--- config.mk ---
export PLATFORM = sky130hd
export DESIGN_NAME = mfu_page_replacement_core
export DESIGN_NICKNAME = d
export VERILOG_FILES = /design/src/sv/mfu_pkg.sv /design/src/sv/mfu_cell.sv /design/src/sv/mfu_page_replacement_core.sv
export VERILOG_INCLUDE_DIRS = /design/src /design/src/sv
export SDC_FILE = /design/constraint.sdc
export NUM_CORES = 1
export LEC_CHECK = 0
export ABC_CLOCK_PERIOD_IN_PS = 3900
export BUFFER_PORTS_ARGS = -buffer_cell sky130_fd_sc_hd__buf_2
export CAP_MARGIN = 25
export CORE_MARGIN = 8
export CORE_UTILIZATION = 35
export DETAILED_ROUTE_END_ITERATION = 12
export SLEW_MARGIN = 20
export SYNTH_ARGS = -nofsm -noshare
export SYNTH_HDL_FRONTEND = slang
export SYNTH_HIERARCHICAL = 1
export SYNTH_SLANG_ARGS = --single-unit
export TNS_END_PERCENT = 1
--- constraint.sdc ---
create_clock -name clk -period 3.9 [get_ports clk]
set_clock_uncertainty 0.15 [all_clocks]
set_input_delay 0.39 -clock clk [delete_from_list [all_inputs] [get_ports clk]]
set_output_delay 0.39 -clock clk [all_outputs]
set_load 0.02 [all_outputs]
--- src/sv/assert_macros.svh ---
// Assertion macros shared by the page replacement RTL.
`ifndef ASSERT_MACROS_SVH
`define ASSERT_MACROS_SVH
`ifndef SYNTHESIS
// Checks that a property holds at every rising clock edge outside reset.
`define MFU_ASSERT(lbl, clk, rst_n, prop) \
	lbl: assert property (@(posedge clk) disable iff (!(rst_n)) (prop)) \
		else $error("assertion failed: lbl");
// Checks that a condition is never true outside reset.
`define MFU_NEVER(lbl, clk, rst_n, cond) \
	lbl: assert property (@(posedge clk) disable iff (!(rst_n)) !(cond)) \
		else $error("forbidden condition: lbl");
`else
`define MFU_ASSERT(lbl, clk, rst_n, prop)
`define MFU_NEVER(lbl, clk, rst_n, cond)
`endif
`endif

--- src/sv/mfu_pkg.sv ---
// Types, constants and defaults shared by the page replacement block.
package mfu_pkg;

	localparam int FRAMES_DEF     = 8;
	localparam int PAGE_BITS_DEF  = 16;
	localparam int COUNT_BITS_DEF = 16;

	localparam int CFG_W       = 4;
	localparam int PAGE_FIELD_W  = 16;
	localparam int INDEX_FIELD_W = 3;
	localparam int FAULT_W       = 32;

	localparam logic [CFG_W-1:0] FIU_RESET = 4'd8;

	localparam logic MODE_REF   = 1'b0;
	localparam logic MODE_CLEAR = 1'b1;

	typedef struct packed {
		logic                    mode;
		logic [PAGE_FIELD_W-1:0] page_number;
	} req_t;

	typedef struct packed {
		logic                     hit;
		logic [INDEX_FIELD_W-1:0] frame_index;
		logic                     evicted_valid;
		logic [PAGE_FIELD_W-1:0]  evicted_page;
		logic [FAULT_W-1:0]       fault_total;
	} rsp_t;

	// Control part of the search state that walks down the row of frames.
	typedef struct packed {
		logic token;
		logic found;
		logic free_found;
		logic max_have;
	} scan_flags_t;

	// Update broadcast to all frames when a request completes.
	typedef struct packed {
		logic en;
		logic clear;
		logic hit;
	} commit_t;

endpackage

--- src/sv/mfu_cell.sv ---
// One frame of the table together with its stage of the search chain.
module mfu_cell import mfu_pkg::*; #(
	parameter int IDX        = 0,
	parameter int FRAMES     = FRAMES_DEF,
	parameter int PAGE_BITS  = PAGE_BITS_DEF,
	parameter int COUNT_BITS = COUNT_BITS_DEF,
	localparam int IW = (FRAMES > 1) ? $clog2(FRAMES) : 1,
	localparam int NW = $clog2(FRAMES + 1)
) (
	input  logic                  clk,
	input  logic                  arst_n,
	input  logic [NW-1:0]         n_active,
	input  logic [PAGE_BITS-1:0]  req_page,
	input  scan_flags_t           flags_in,
	input  logic [IW-1:0]         hit_slot_in,
	input  logic [IW-1:0]         free_slot_in,
	input  logic [IW-1:0]         max_slot_in,
	input  logic [COUNT_BITS-1:0] max_count_in,
	input  logic [PAGE_BITS-1:0]  max_page_in,
	output scan_flags_t           flags_out,
	output logic [IW-1:0]         hit_slot_out,
	output logic [IW-1:0]         free_slot_out,
	output logic [IW-1:0]         max_slot_out,
	output logic [COUNT_BITS-1:0] max_count_out,
	output logic [PAGE_BITS-1:0]  max_page_out,
	input  commit_t               commit,
	input  logic [IW-1:0]         commit_slot
);

	localparam logic [IW-1:0]         MY_IDX    = IW'(IDX);
	localparam logic [NW-1:0]         MY_POS    = NW'(IDX);
	localparam logic [COUNT_BITS-1:0] COUNT_MAX = '1;
	localparam logic [COUNT_BITS-1:0] COUNT_ONE = COUNT_BITS'(1);

	logic                  valid_q;
	logic [PAGE_BITS-1:0]  page_q;
	logic [COUNT_BITS-1:0] count_q;

	scan_flags_t           flags_q;
	logic [IW-1:0]         hit_slot_q;
	logic [IW-1:0]         free_slot_q;
	logic [IW-1:0]         max_slot_q;
	logic [COUNT_BITS-1:0] max_count_q;
	logic [PAGE_BITS-1:0]  max_page_q;

	logic                  active;
	scan_flags_t           flags_d;
	logic [IW-1:0]         hit_slot_d;
	logic [IW-1:0]         free_slot_d;
	logic [IW-1:0]         max_slot_d;
	logic [COUNT_BITS-1:0] max_count_d;
	logic [PAGE_BITS-1:0]  max_page_d;

	assign active = (MY_POS < n_active);

	// The hit and free fields are taken only by the first frame that qualifies, and the max
	// field only on a strictly larger count, which keeps the lowest-index priority of the search.
	always_comb begin
		flags_d     = flags_in;
		hit_slot_d  = hit_slot_in;
		free_slot_d = free_slot_in;
		max_slot_d  = max_slot_in;
		max_count_d = max_count_in;
		max_page_d  = max_page_in;
		if (active && valid_q && (page_q == req_page) && !flags_in.found) begin
			flags_d.found = 1'b1;
			hit_slot_d    = MY_IDX;
		end
		if (active && !valid_q && !flags_in.free_found) begin
			flags_d.free_found = 1'b1;
			free_slot_d        = MY_IDX;
		end
		if (active && (!flags_in.max_have || (count_q > max_count_in))) begin
			flags_d.max_have = 1'b1;
			max_slot_d       = MY_IDX;
			max_count_d      = count_q;
			max_page_d       = page_q;
		end
	end

	always_ff @(posedge clk or negedge arst_n) begin
		if (!arst_n) begin
			flags_q <= '0;
		end else begin
			flags_q <= flags_d;
		end
	end

	always_ff @(posedge clk) begin
		hit_slot_q  <= hit_slot_d;
		free_slot_q <= free_slot_d;
		max_slot_q  <= max_slot_d;
		max_count_q <= max_count_d;
		max_page_q  <= max_page_d;
	end

	always_ff @(posedge clk or negedge arst_n) begin
		if (!arst_n) begin
			valid_q <= 1'b0;
			page_q  <= '0;
			count_q <= '0;
		end else if (commit.en && commit.clear) begin
			valid_q <= 1'b0;
			page_q  <= '0;
			count_q <= '0;
		end else if (commit.en && (commit_slot == MY_IDX)) begin
			if (commit.hit) begin
				if (count_q != COUNT_MAX) begin
					count_q <= count_q + COUNT_ONE;
				end
			end else begin
				valid_q <= 1'b1;
				page_q  <= req_page;
				count_q <= COUNT_ONE;
			end
		end
	end

	assign flags_out     = flags_q;
	assign hit_slot_out  = hit_slot_q;
	assign free_slot_out = free_slot_q;
	assign max_slot_out  = max_slot_q;
	assign max_count_out = max_count_q;
	assign max_page_out  = max_page_q;

endmodule

--- src/sv/mfu_page_replacement_core.sv ---
// Top level of the most-frequently-used page replacement table.
//
//  channel  | handshake                 | payload
//  ---------+---------------------------+-----------------------------
//  request  | in_valid / in_stall       | in_data  (req_t)
//  result   | out_valid / out_stall     | out_data (rsp_t)
//  config   | cfg_we                    | cfg_wdata (frames in use)
//
// After a request is accepted the search token walks the row of cells, one register per cell,
// the final search state is registered, and the table update loads the result register.
// in_stall stays high until that update, so a new request is taken only after the previous
// one has updated the table. A result held under out_stall delays the update and so also
// holds off the next request.
// Reset empties all frames, zeroes the fault counter and sets frames in use to 8.
`include "assert_macros.svh"
module mfu_page_replacement_core import mfu_pkg::*; #(
	parameter int FRAMES     = FRAMES_DEF,
	parameter int PAGE_BITS  = PAGE_BITS_DEF,
	parameter int COUNT_BITS = COUNT_BITS_DEF
) (
	input  logic             clk,
	input  logic             arst_n,
	input  logic             cfg_we,
	input  logic [CFG_W-1:0] cfg_wdata,
	input  logic             in_valid,
	output logic             in_stall,
	input  req_t             in_data,
	output logic             out_valid,
	input  logic             out_stall,
	output rsp_t             out_data
);

	localparam int IW = (FRAMES > 1) ? $clog2(FRAMES) : 1;
	localparam int NW = $clog2(FRAMES + 1);
	localparam int CW = (NW > CFG_W) ? NW : CFG_W;
	localparam logic [CW-1:0]      FRAMES_CW = CW'(FRAMES);
	localparam logic [FAULT_W-1:0] FAULT_MAX = '1;
	localparam logic [FAULT_W-1:0] FAULT_ONE = FAULT_W'(1);

	logic [CFG_W-1:0]     fiu_q;
	logic                 busy_q;
	logic                 start_q;
	logic                 clear_q;
	logic [PAGE_BITS-1:0] page_q;
	logic [FAULT_W-1:0]   fault_q;

	logic                 done_q;
	logic                 found_q;
	logic                 free_found_q;
	logic [IW-1:0]        hit_slot_q;
	logic [IW-1:0]        free_slot_q;
	logic [IW-1:0]        max_slot_q;
	logic [PAGE_BITS-1:0] max_page_q;

	logic                 out_valid_q;
	rsp_t                 out_data_q;

	logic [CW-1:0]        fiu_cw;
	logic [CW-1:0]        n_cw;
	logic [NW-1:0]        n_active;
	logic                 accept;
	logic                 commit;
	logic [IW-1:0]        slot;
	logic [FAULT_W-1:0]   fault_next;
	logic [PAGE_BITS+PAGE_FIELD_W-1:0] page_ext;
	logic [PAGE_BITS+PAGE_FIELD_W-1:0] evict_ext;
	logic [IW+INDEX_FIELD_W-1:0]       index_ext;
	commit_t              commit_bus;

	scan_flags_t           flags_c     [FRAMES+1];
	logic [IW-1:0]         hit_slot_c  [FRAMES+1];
	logic [IW-1:0]         free_slot_c [FRAMES+1];
	logic [IW-1:0]         max_slot_c  [FRAMES+1];
	logic [COUNT_BITS-1:0] max_count_c [FRAMES+1];
	logic [PAGE_BITS-1:0]  max_page_c  [FRAMES+1];
	logic [FRAMES-1:0]     tokens;

	// Frames in use of zero acts as one; values beyond the table saturate.
	assign fiu_cw   = CW'(fiu_q);
	assign n_cw     = (fiu_cw == '0) ? CW'(1) : ((fiu_cw > FRAMES_CW) ? FRAMES_CW : fiu_cw);
	assign n_active = n_cw[NW-1:0];

	assign accept   = in_valid && !busy_q;
	assign in_stall = busy_q;
	assign commit   = done_q && (!out_valid_q || !out_stall);

	assign page_ext = {{PAGE_BITS{1'b0}}, in_data.page_number};

	assign flags_c[0]     = '{token: start_q, found: 1'b0, free_found: 1'b0, max_have: 1'b0};
	assign hit_slot_c[0]  = '0;
	assign free_slot_c[0] = '0;
	assign max_slot_c[0]  = '0;
	assign max_count_c[0] = '0;
	assign max_page_c[0]  = '0;

	generate
		for (genvar g = 0; g < FRAMES; g++) begin : g_cell
			mfu_cell #(
				.IDX        (g),
				.FRAMES     (FRAMES),
				.PAGE_BITS  (PAGE_BITS),
				.COUNT_BITS (COUNT_BITS)
			) u_cell (
				.clk           (clk),
				.arst_n        (arst_n),
				.n_active      (n_active),
				.req_page      (page_q),
				.flags_in      (flags_c[g]),
				.hit_slot_in   (hit_slot_c[g]),
				.free_slot_in  (free_slot_c[g]),
				.max_slot_in   (max_slot_c[g]),
				.max_count_in  (max_count_c[g]),
				.max_page_in   (max_page_c[g]),
				.flags_out     (flags_c[g+1]),
				.hit_slot_out  (hit_slot_c[g+1]),
				.free_slot_out (free_slot_c[g+1]),
				.max_slot_out  (max_slot_c[g+1]),
				.max_count_out (max_count_c[g+1]),
				.max_page_out  (max_page_c[g+1]),
				.commit        (commit_bus),
				.commit_slot   (slot)
			);
			assign tokens[g] = flags_c[g+1].token;
		end
	endgenerate

	// A miss fills the lowest free frame, or else evicts the busiest one.
	assign slot = found_q ? hit_slot_q : (free_found_q ? free_slot_q : max_slot_q);

	assign commit_bus = '{en: commit, clear: clear_q, hit: found_q};

	always_comb begin
		fault_next = fault_q;
		if (clear_q) begin
			fault_next = '0;
		end else if (!found_q && (fault_q != FAULT_MAX)) begin
			fault_next = fault_q + FAULT_ONE;
		end
	end

	assign evict_ext = {{PAGE_FIELD_W{1'b0}}, max_page_q};
	assign index_ext = {{INDEX_FIELD_W{1'b0}}, slot};

	always_ff @(posedge clk or negedge arst_n) begin
		if (!arst_n) begin
			fiu_q <= FIU_RESET;
		end else if (cfg_we) begin
			fiu_q <= cfg_wdata;
		end
	end

	always_ff @(posedge clk or negedge arst_n) begin
		if (!arst_n) begin
			busy_q      <= 1'b0;
			start_q     <= 1'b0;
			done_q      <= 1'b0;
			out_valid_q <= 1'b0;
			fault_q     <= '0;
		end else begin
			start_q <= accept;
			if (accept) begin
				busy_q <= 1'b1;
			end else if (commit) begin
				busy_q <= 1'b0;
			end
			if (flags_c[FRAMES].token) begin
				done_q <= 1'b1;
			end else if (commit) begin
				done_q <= 1'b0;
			end
			if (commit) begin
				out_valid_q <= 1'b1;
				fault_q     <= fault_next;
			end else if (!out_stall) begin
				out_valid_q <= 1'b0;
			end
		end
	end

	always_ff @(posedge clk) begin
		if (accept) begin
			clear_q <= (in_data.mode == MODE_CLEAR);
			page_q  <= page_ext[PAGE_BITS-1:0];
		end
		if (flags_c[FRAMES].token) begin
			found_q      <= flags_c[FRAMES].found;
			free_found_q <= flags_c[FRAMES].free_found;
			hit_slot_q   <= hit_slot_c[FRAMES];
			free_slot_q  <= free_slot_c[FRAMES];
			max_slot_q   <= max_slot_c[FRAMES];
			max_page_q   <= max_page_c[FRAMES];
		end
		if (commit) begin
			if (clear_q) begin
				out_data_q <= '0;
			end else begin
				out_data_q.hit           <= found_q;
				out_data_q.frame_index   <= index_ext[INDEX_FIELD_W-1:0];
				out_data_q.evicted_valid <= !found_q && !free_found_q;
				out_data_q.evicted_page  <= (!found_q && !free_found_q) ?
					evict_ext[PAGE_FIELD_W-1:0] : '0;
				out_data_q.fault_total   <= fault_next;
			end
		end
	end

	assign out_valid = out_valid_q;
	assign out_data  = out_data_q;

	`MFU_NEVER(a_single_token, clk, arst_n, !$onehot0({tokens, start_q, done_q}))
	`MFU_NEVER(a_idle_no_search, clk, arst_n, !busy_q && (start_q || done_q || (tokens != '0)))
	`MFU_ASSERT(a_accept_launches, clk, arst_n, accept |=> (start_q && busy_q))
	`MFU_ASSERT(a_commit_shows, clk, arst_n, commit |=> (out_valid_q && !busy_q))
	`MFU_ASSERT(a_fault_monotone, clk, arst_n,
		(commit && !clear_q) |=> (fault_q >= $past(fault_q)))

endmodule

* Word-level counts from Yosys, hierarchy flattened
Index checks and enable logic that the tools add are counted.
** Storage, ports and cells
- Register bits :: 723
- Bits of input ports :: 26
- Logic and storage cells :: 415
** Operators by class
- Add/sub/neg operators :: 9
- $lt $le $gt $ge :: 16
- Equality and inequality tests :: 34
- Muxes and demuxes :: 116
- Bitwise operators :: 1
- Reductions and logical operators :: 129
** Operator list (number)
- 16-bit 2-to-1 mux :: 62
- 16-bit by 1-bit adder with 16-bit output, second input constant :: 8
- 16-bit equality test :: 8
- 16-bit inequality test, second input constant :: 8
- 16-bit > comparator :: 7
- 32-bit 2-to-1 mux :: 2
- 1-bit logical AND :: 58
- 1-bit 2-to-1 mux :: 48
- 1-bit logical NOT :: 34
- 32-bit by 1-bit adder with 32-bit output, second input constant :: 1
- 32-bit inequality test, second input constant :: 1
- 2-bit AND reduction :: 16
- 3-bit by 1-bit inequality test with 1-bit output, second input constant :: 8
- 2-bit nonzero test :: 10
- 3-bit by 4-bit less-than comparator with 1-bit output, first input constant :: 4
- 3-bit equality test, second input constant :: 4
- 1-bit logical OR :: 8
- 1-bit by 4-bit less-than comparator with 1-bit output, first input constant :: 2
- 2-bit by 4-bit less-than comparator with 1-bit output, first input constant :: 2
- 4-bit 2-to-1 mux :: 2
- 3-bit by 2-bit equality test with 1-bit output, second input constant :: 2
- 3-bit 2-to-1 mux :: 2
- 4-bit > comparator, second input constant :: 1
- 4-bit logical NOT :: 1
- other kinds (5) :: 6

* Logic depth before layout (Yosys ltp)
- Word-level depth :: 8
- Depth in mapped cells :: 10

* Hierarchy
The synthesis kept the hierarchy.
** By module, submodules not included
- mfu_page_replacement_core :: instances 1, cells an instance 488, area an instance 6084.6 um^2, seq. area each 3915.0 um^2
- mfu_cell (g_cell[6].u_cell) :: instances 1, cells an instance 473, area an instance 4408.0 um^2, seq. area each 1746.7 um^2
- mfu_cell (g_cell[4].u_cell) :: instances 1, cells an instance 502, area an instance 4365.4 um^2, seq. area each 1746.7 um^2
- mfu_cell (g_cell[1].u_cell) :: instances 1, cells an instance 430, area an instance 4291.6 um^2, seq. area each 1746.7 um^2
- mfu_cell (g_cell[5].u_cell) :: instances 1, cells an instance 442, area an instance 4246.6 um^2, seq. area each 1746.7 um^2
- mfu_cell (g_cell[0].u_cell) :: instances 1, cells an instance 450, area an instance 4139.0 um^2, seq. area each 1746.7 um^2
- mfu_cell (g_cell[7].u_cell) :: instances 1, cells an instance 353, area an instance 3723.6 um^2, seq. area each 1746.7 um^2
- mfu_cell (g_cell[3].u_cell) :: instances 1, cells an instance 347, area an instance 3574.7 um^2, seq. area each 1746.7 um^2
- mfu_cell (g_cell[2].u_cell) :: instances 1, cells an instance 345, area an instance 3569.7 um^2, seq. area each 1746.7 um^2

* Worst setup path after synthesis
OpenSTA, ideal clock, no wires.
- Path kind :: register -> register
- Start :: register out_valid_q (netlist: out_valid)
- End :: register g_cell[7].u_cell.count_q[2]
- Library setup time :: 110 ps
- Arrival :: 3899 ps
- Required time :: 3640 ps
- Slack :: -259 ps
- Cell stages (with the launch flop) :: 11
- Path buffers :: 2
- Clock period less this slack :: 4159 ps
- Cells stage by stage :: dfrtp_1 > nand2_1 > nand2_1 > clkinv_1 > clkbuf_1 > a21boi_1 > nand4_1 > o21ai_1 > clkbuf_1 > o211ai_1 > o41ai_1
** On the way
- Longest elaborated chain between the ends :: 6
** Ends and longest elaborated chain
- start: declaration :: RTL line mfu_page_replacement_core.sv:55 : logic out_valid_q;
- start signal: assignment :: RTL line mfu_page_replacement_core.sv:157 : out_valid_q <= 1'b0;
- start signal: assignment :: RTL line mfu_page_replacement_core.sv:172 : out_valid_q <= 1'b1;
- start signal: assignment :: RTL line mfu_page_replacement_core.sv:175 : out_valid_q <= 1'b0;
- 1-bit logical NOT * :: RTL line mfu_page_replacement_core.sv:85 : assign commit = done_q && (!out_valid_q || !out_stall);
- 1-bit logical OR * :: RTL line mfu_page_replacement_core.sv:85
- 1-bit logical AND * :: RTL line mfu_page_replacement_core.sv:85
- via commit :: RTL line mfu_page_replacement_core.sv:62 : logic commit;
- 1-bit logical AND, on equally long branches :: RTL line mfu_cell.sv:102, mfu_cell.sv:106
- 3-bit by 1-bit inequality test with 1-bit output (no source line) / 2-bit nonzero test (equally long branches)
- 2-bit AND reduction (no source line)
- end signal: assignment :: RTL line mfu_cell.sv:109 : count_q <= count_q + COUNT_ONE;
- end: declaration :: RTL line mfu_cell.sv:37 : logic [COUNT_BITS-1:0] count_q;
Mark *: on every way through the listed nets, which the timed path passes. The rest lies on a longest branch.
A chain may end at the register's enable or synchronous reset.

* Worst setup path after layout
- Start :: register free_found_q
- End :: register g_cell[2].u_cell.page_q[4]
** On the way
- Longest elaborated chain between the ends :: 6
** Ends and longest elaborated chain
- start: declaration :: RTL line mfu_page_replacement_core.sv:49 : logic free_found_q;
- start signal: assignment :: RTL line mfu_page_replacement_core.sv:187 : free_found_q <= flags_c[FRAMES].free_found;
- 3-bit 2-to-1 mux (2 in series) :: RTL line mfu_page_replacement_core.sv:128 : assign slot = found_q ? hit_slot_q : (free_found_q ? free_slot_q : max_slot_q);
- via slot[1] :: RTL line mfu_page_replacement_core.sv:63 : logic [IW-1:0] slot;
- 3-bit by 2-bit equality test with 1-bit output :: RTL line mfu_cell.sv:106 : end else if (commit.en && (commit_slot == MY_IDX)) begin
- 1-bit logical AND :: RTL line mfu_cell.sv:106
- 2-bit nonzero test (no source line)
- 2-bit AND reduction (no source line)
- end signal: assignment :: RTL line mfu_cell.sv:113 : page_q <= req_page;
- end: declaration :: RTL line mfu_cell.sv:36 : logic [PAGE_BITS-1:0] page_q;
The timed path passes the listed nets, and every way through them passes these cells.

==> metrics.cfg <==
[status]
status=finished with violations
violations=max-slew violations

[sta]
tns_ps=0
drv_slew=67
max_clock_freq_mhz=303
fin_crit_sh=0.847
rsz0062_at_grt=false
setup_viol=0
relSlewSlack=-0.715
worst_pin_slew_ps=2560
hold_viol=0
fin_crit_ps=3300

[job]
cap_viol_max_count=0

[floorplanning]
io_pins=81
die_w_um=345
start_util=0.353
core_um2=107000
num_rows=120
die_h_um=345
die-area_um2=119000

[route]
avgRoutedWirePerCell_um=18.8
drt-pass1-iter-count=6
drt-initial-drc-count=2360
wl_um=102000
drc=0
num_vias=29100
ant_nets=0
drt-vias-per-instance=5.36

[global_routing]
gr-usage-met2=0.276
groute.layer.met3.usage=0.0243
grt_pass1_vias=28000
grt_max_degree=88
grt-ovfl-total=0
met1_usage=0.233
busiest_layer=met2
grt_pass1_wl_um=162000
antenna_found_initial=0
grt_util_all_layers=0.168

[critical_path]
worst_setup_path_end_kind=register
reg2reg_from=free_found_q$_DFFE_PP_
worstReg2RegEnd=g_cell[2].u_cell/page_q[4]$_DFFE_PN0P_
cp.required_ps=4250
reg2reg_depth=8
path_class=register to register
cp.arrival_ps=3650
r2r_setup_slack_ps=600
critPathMaxFanout=31
start_kind=register
setup.worst_path.start=free_found_q$_DFFE_PP_
critPathCapture=g_cell[2].u_cell/page_q[4]$_DFFE_PN0P_

[layout]
n_fill_cell=10400
postLayoutCoreUtil=0.406
area_growth_pct=14.9
layout-drive-gt1-share=0.162
fin_nets=4128

[clocking]
htree_num_levels=3
postCtsSetupRepairBufs=0
clkTransAtPathRegs_ps=60
clockBufferDepth=3
root_buffer=clkbuf_16
cts_tree=built
tritoncts_num_sinks=744
numCtsBuffers=84
clkLatencyLatePin_ps=670

[power]
power.density_nw_per_um2=634
ir_drop_mv=0.346
power_mw=27.5
p_leak_nw=17.9

[placement]
place_congestion=0.875
dp.final_hpwl_um=71300
place.port_buffers=80

[synth]
synth_area_per_cell_um2=9.96
synth_cells=3796
yosysWarnings=6
synth_area_um2=37800

[hold_path]
worstHoldStart=in_valid
hold_path_class=input port to register

## power breakdown
part	leakage [nW]	internal (mW)	switching [mW]
clock	1.40	4.78	3.35
combinational	8.68	3.13	4.28
sequential	7.78	10.2	1.82
## worst min-delay path by stage
stage | end | slack, ps | cells past startpoint
CTS | start_q$_DFF_PN0_ | 20 | 3
global placement | g_cell[6].u_cell/flags_out[3]$_DFF_PN0_ | 180 | 0
global route | start_q$_DFF_PN0_ | 50 | 3
detailed placement | g_cell[6].u_cell/flags_out[3]$_DFF_PN0_ | 180 | 0
finish | start_q$_DFF_PN0_ | 60 | 3
floorplan | done_q$_DFFE_PN0P_ | -60 | 0
## cell usage in the layout, fill, tap and decap left out, types with 28 or more instances in the layout
cell type  instances
xnor2_1          120
inv_1            275
nand3_1          129
nor3_1            46
nor4b_1           71
o211ai_2          29
buf_2             79
dfxtp_1          312
nand4_1           99
mux2_2            67
or3_1             28
clkbuf_16         85
dfrtp_1          334
xor2_1            66
o31ai_1           56
nor2_1           120
or2_2             39
conb_1            81
o21ai_0          166
ha_1             137
a21oi_1          108
o31ai_2           82
buf_4            104
nor4_1           102
nand2_1          420
edfxtp_1          97
nor2b_1           55
a32oi_1          128
## routing by layer
metal	routed length, µm	up-vias
met5	0	-
met4	2170	0
met3	4710	146
met2	47800	681
met1	47500	14200
li1	-	14200
## flip-flops by register name, indices dropped and copies added, names as in the netlist, 4 cells and up
name                         flops
g_cell.u_cell/valid_q            8
g_cell.u_cell/page_q           128
g_cell.u_cell/max_slot_out      24
g_cell.u_cell/max_count_out    112
max_page_q                      16
page_q                          16
fault_q                         32
g_cell.u_cell/hit_slot_out      24
g_cell.u_cell/free_slot_out     24
g_cell.u_cell/flags_out         31
g_cell.u_cell/count_q          128
out_data                        53
fiu_cw                           4
g_cell.u_cell/max_page_out     128
## timing repair
item,in CTS,in global routing
hold buffers,27,0
hold endpoints to repair,98,0
gates resized for setup,0,0
## worst max-delay path: stages (launching register included)
cell and delay, ps:
edfxtp_1 490, mux2i_1 160, o21ai_1 700, nor3b_1 270
buf_4 190, o21a_1 240, nand2_1 560, nand2_1 240
o21ai_0 100
## metrics by stage
stage	hold slack, ps	std cells	worst slack [ps]	cell area (µm²)
after floorplan	-55.6	3876	599	38100
after global placement	181	5253	811	40300
after detailed placement	185	5253	703	40300
after CTS	15.6	5438	661	43500
after global routing	54.1	5440	343	43500
final	56.4	5441	597	43500
## layout make-up
cell class	instances	area, µm²	area share
Clock inverter	38	493	0.0113
Clock buffer	120	2390	0.0549
Antenna cell	1	2.50	0.0000576
Inverter	277	1040	0.0240
Timing Repair Buffer	223	1690	0.0389
Tap cell	1403	1760	0.0404
Multi-Input combinational cell	2635	18600	0.427
Sequential cell	744	17500	0.404
Power figures use the tool's default switching activity.
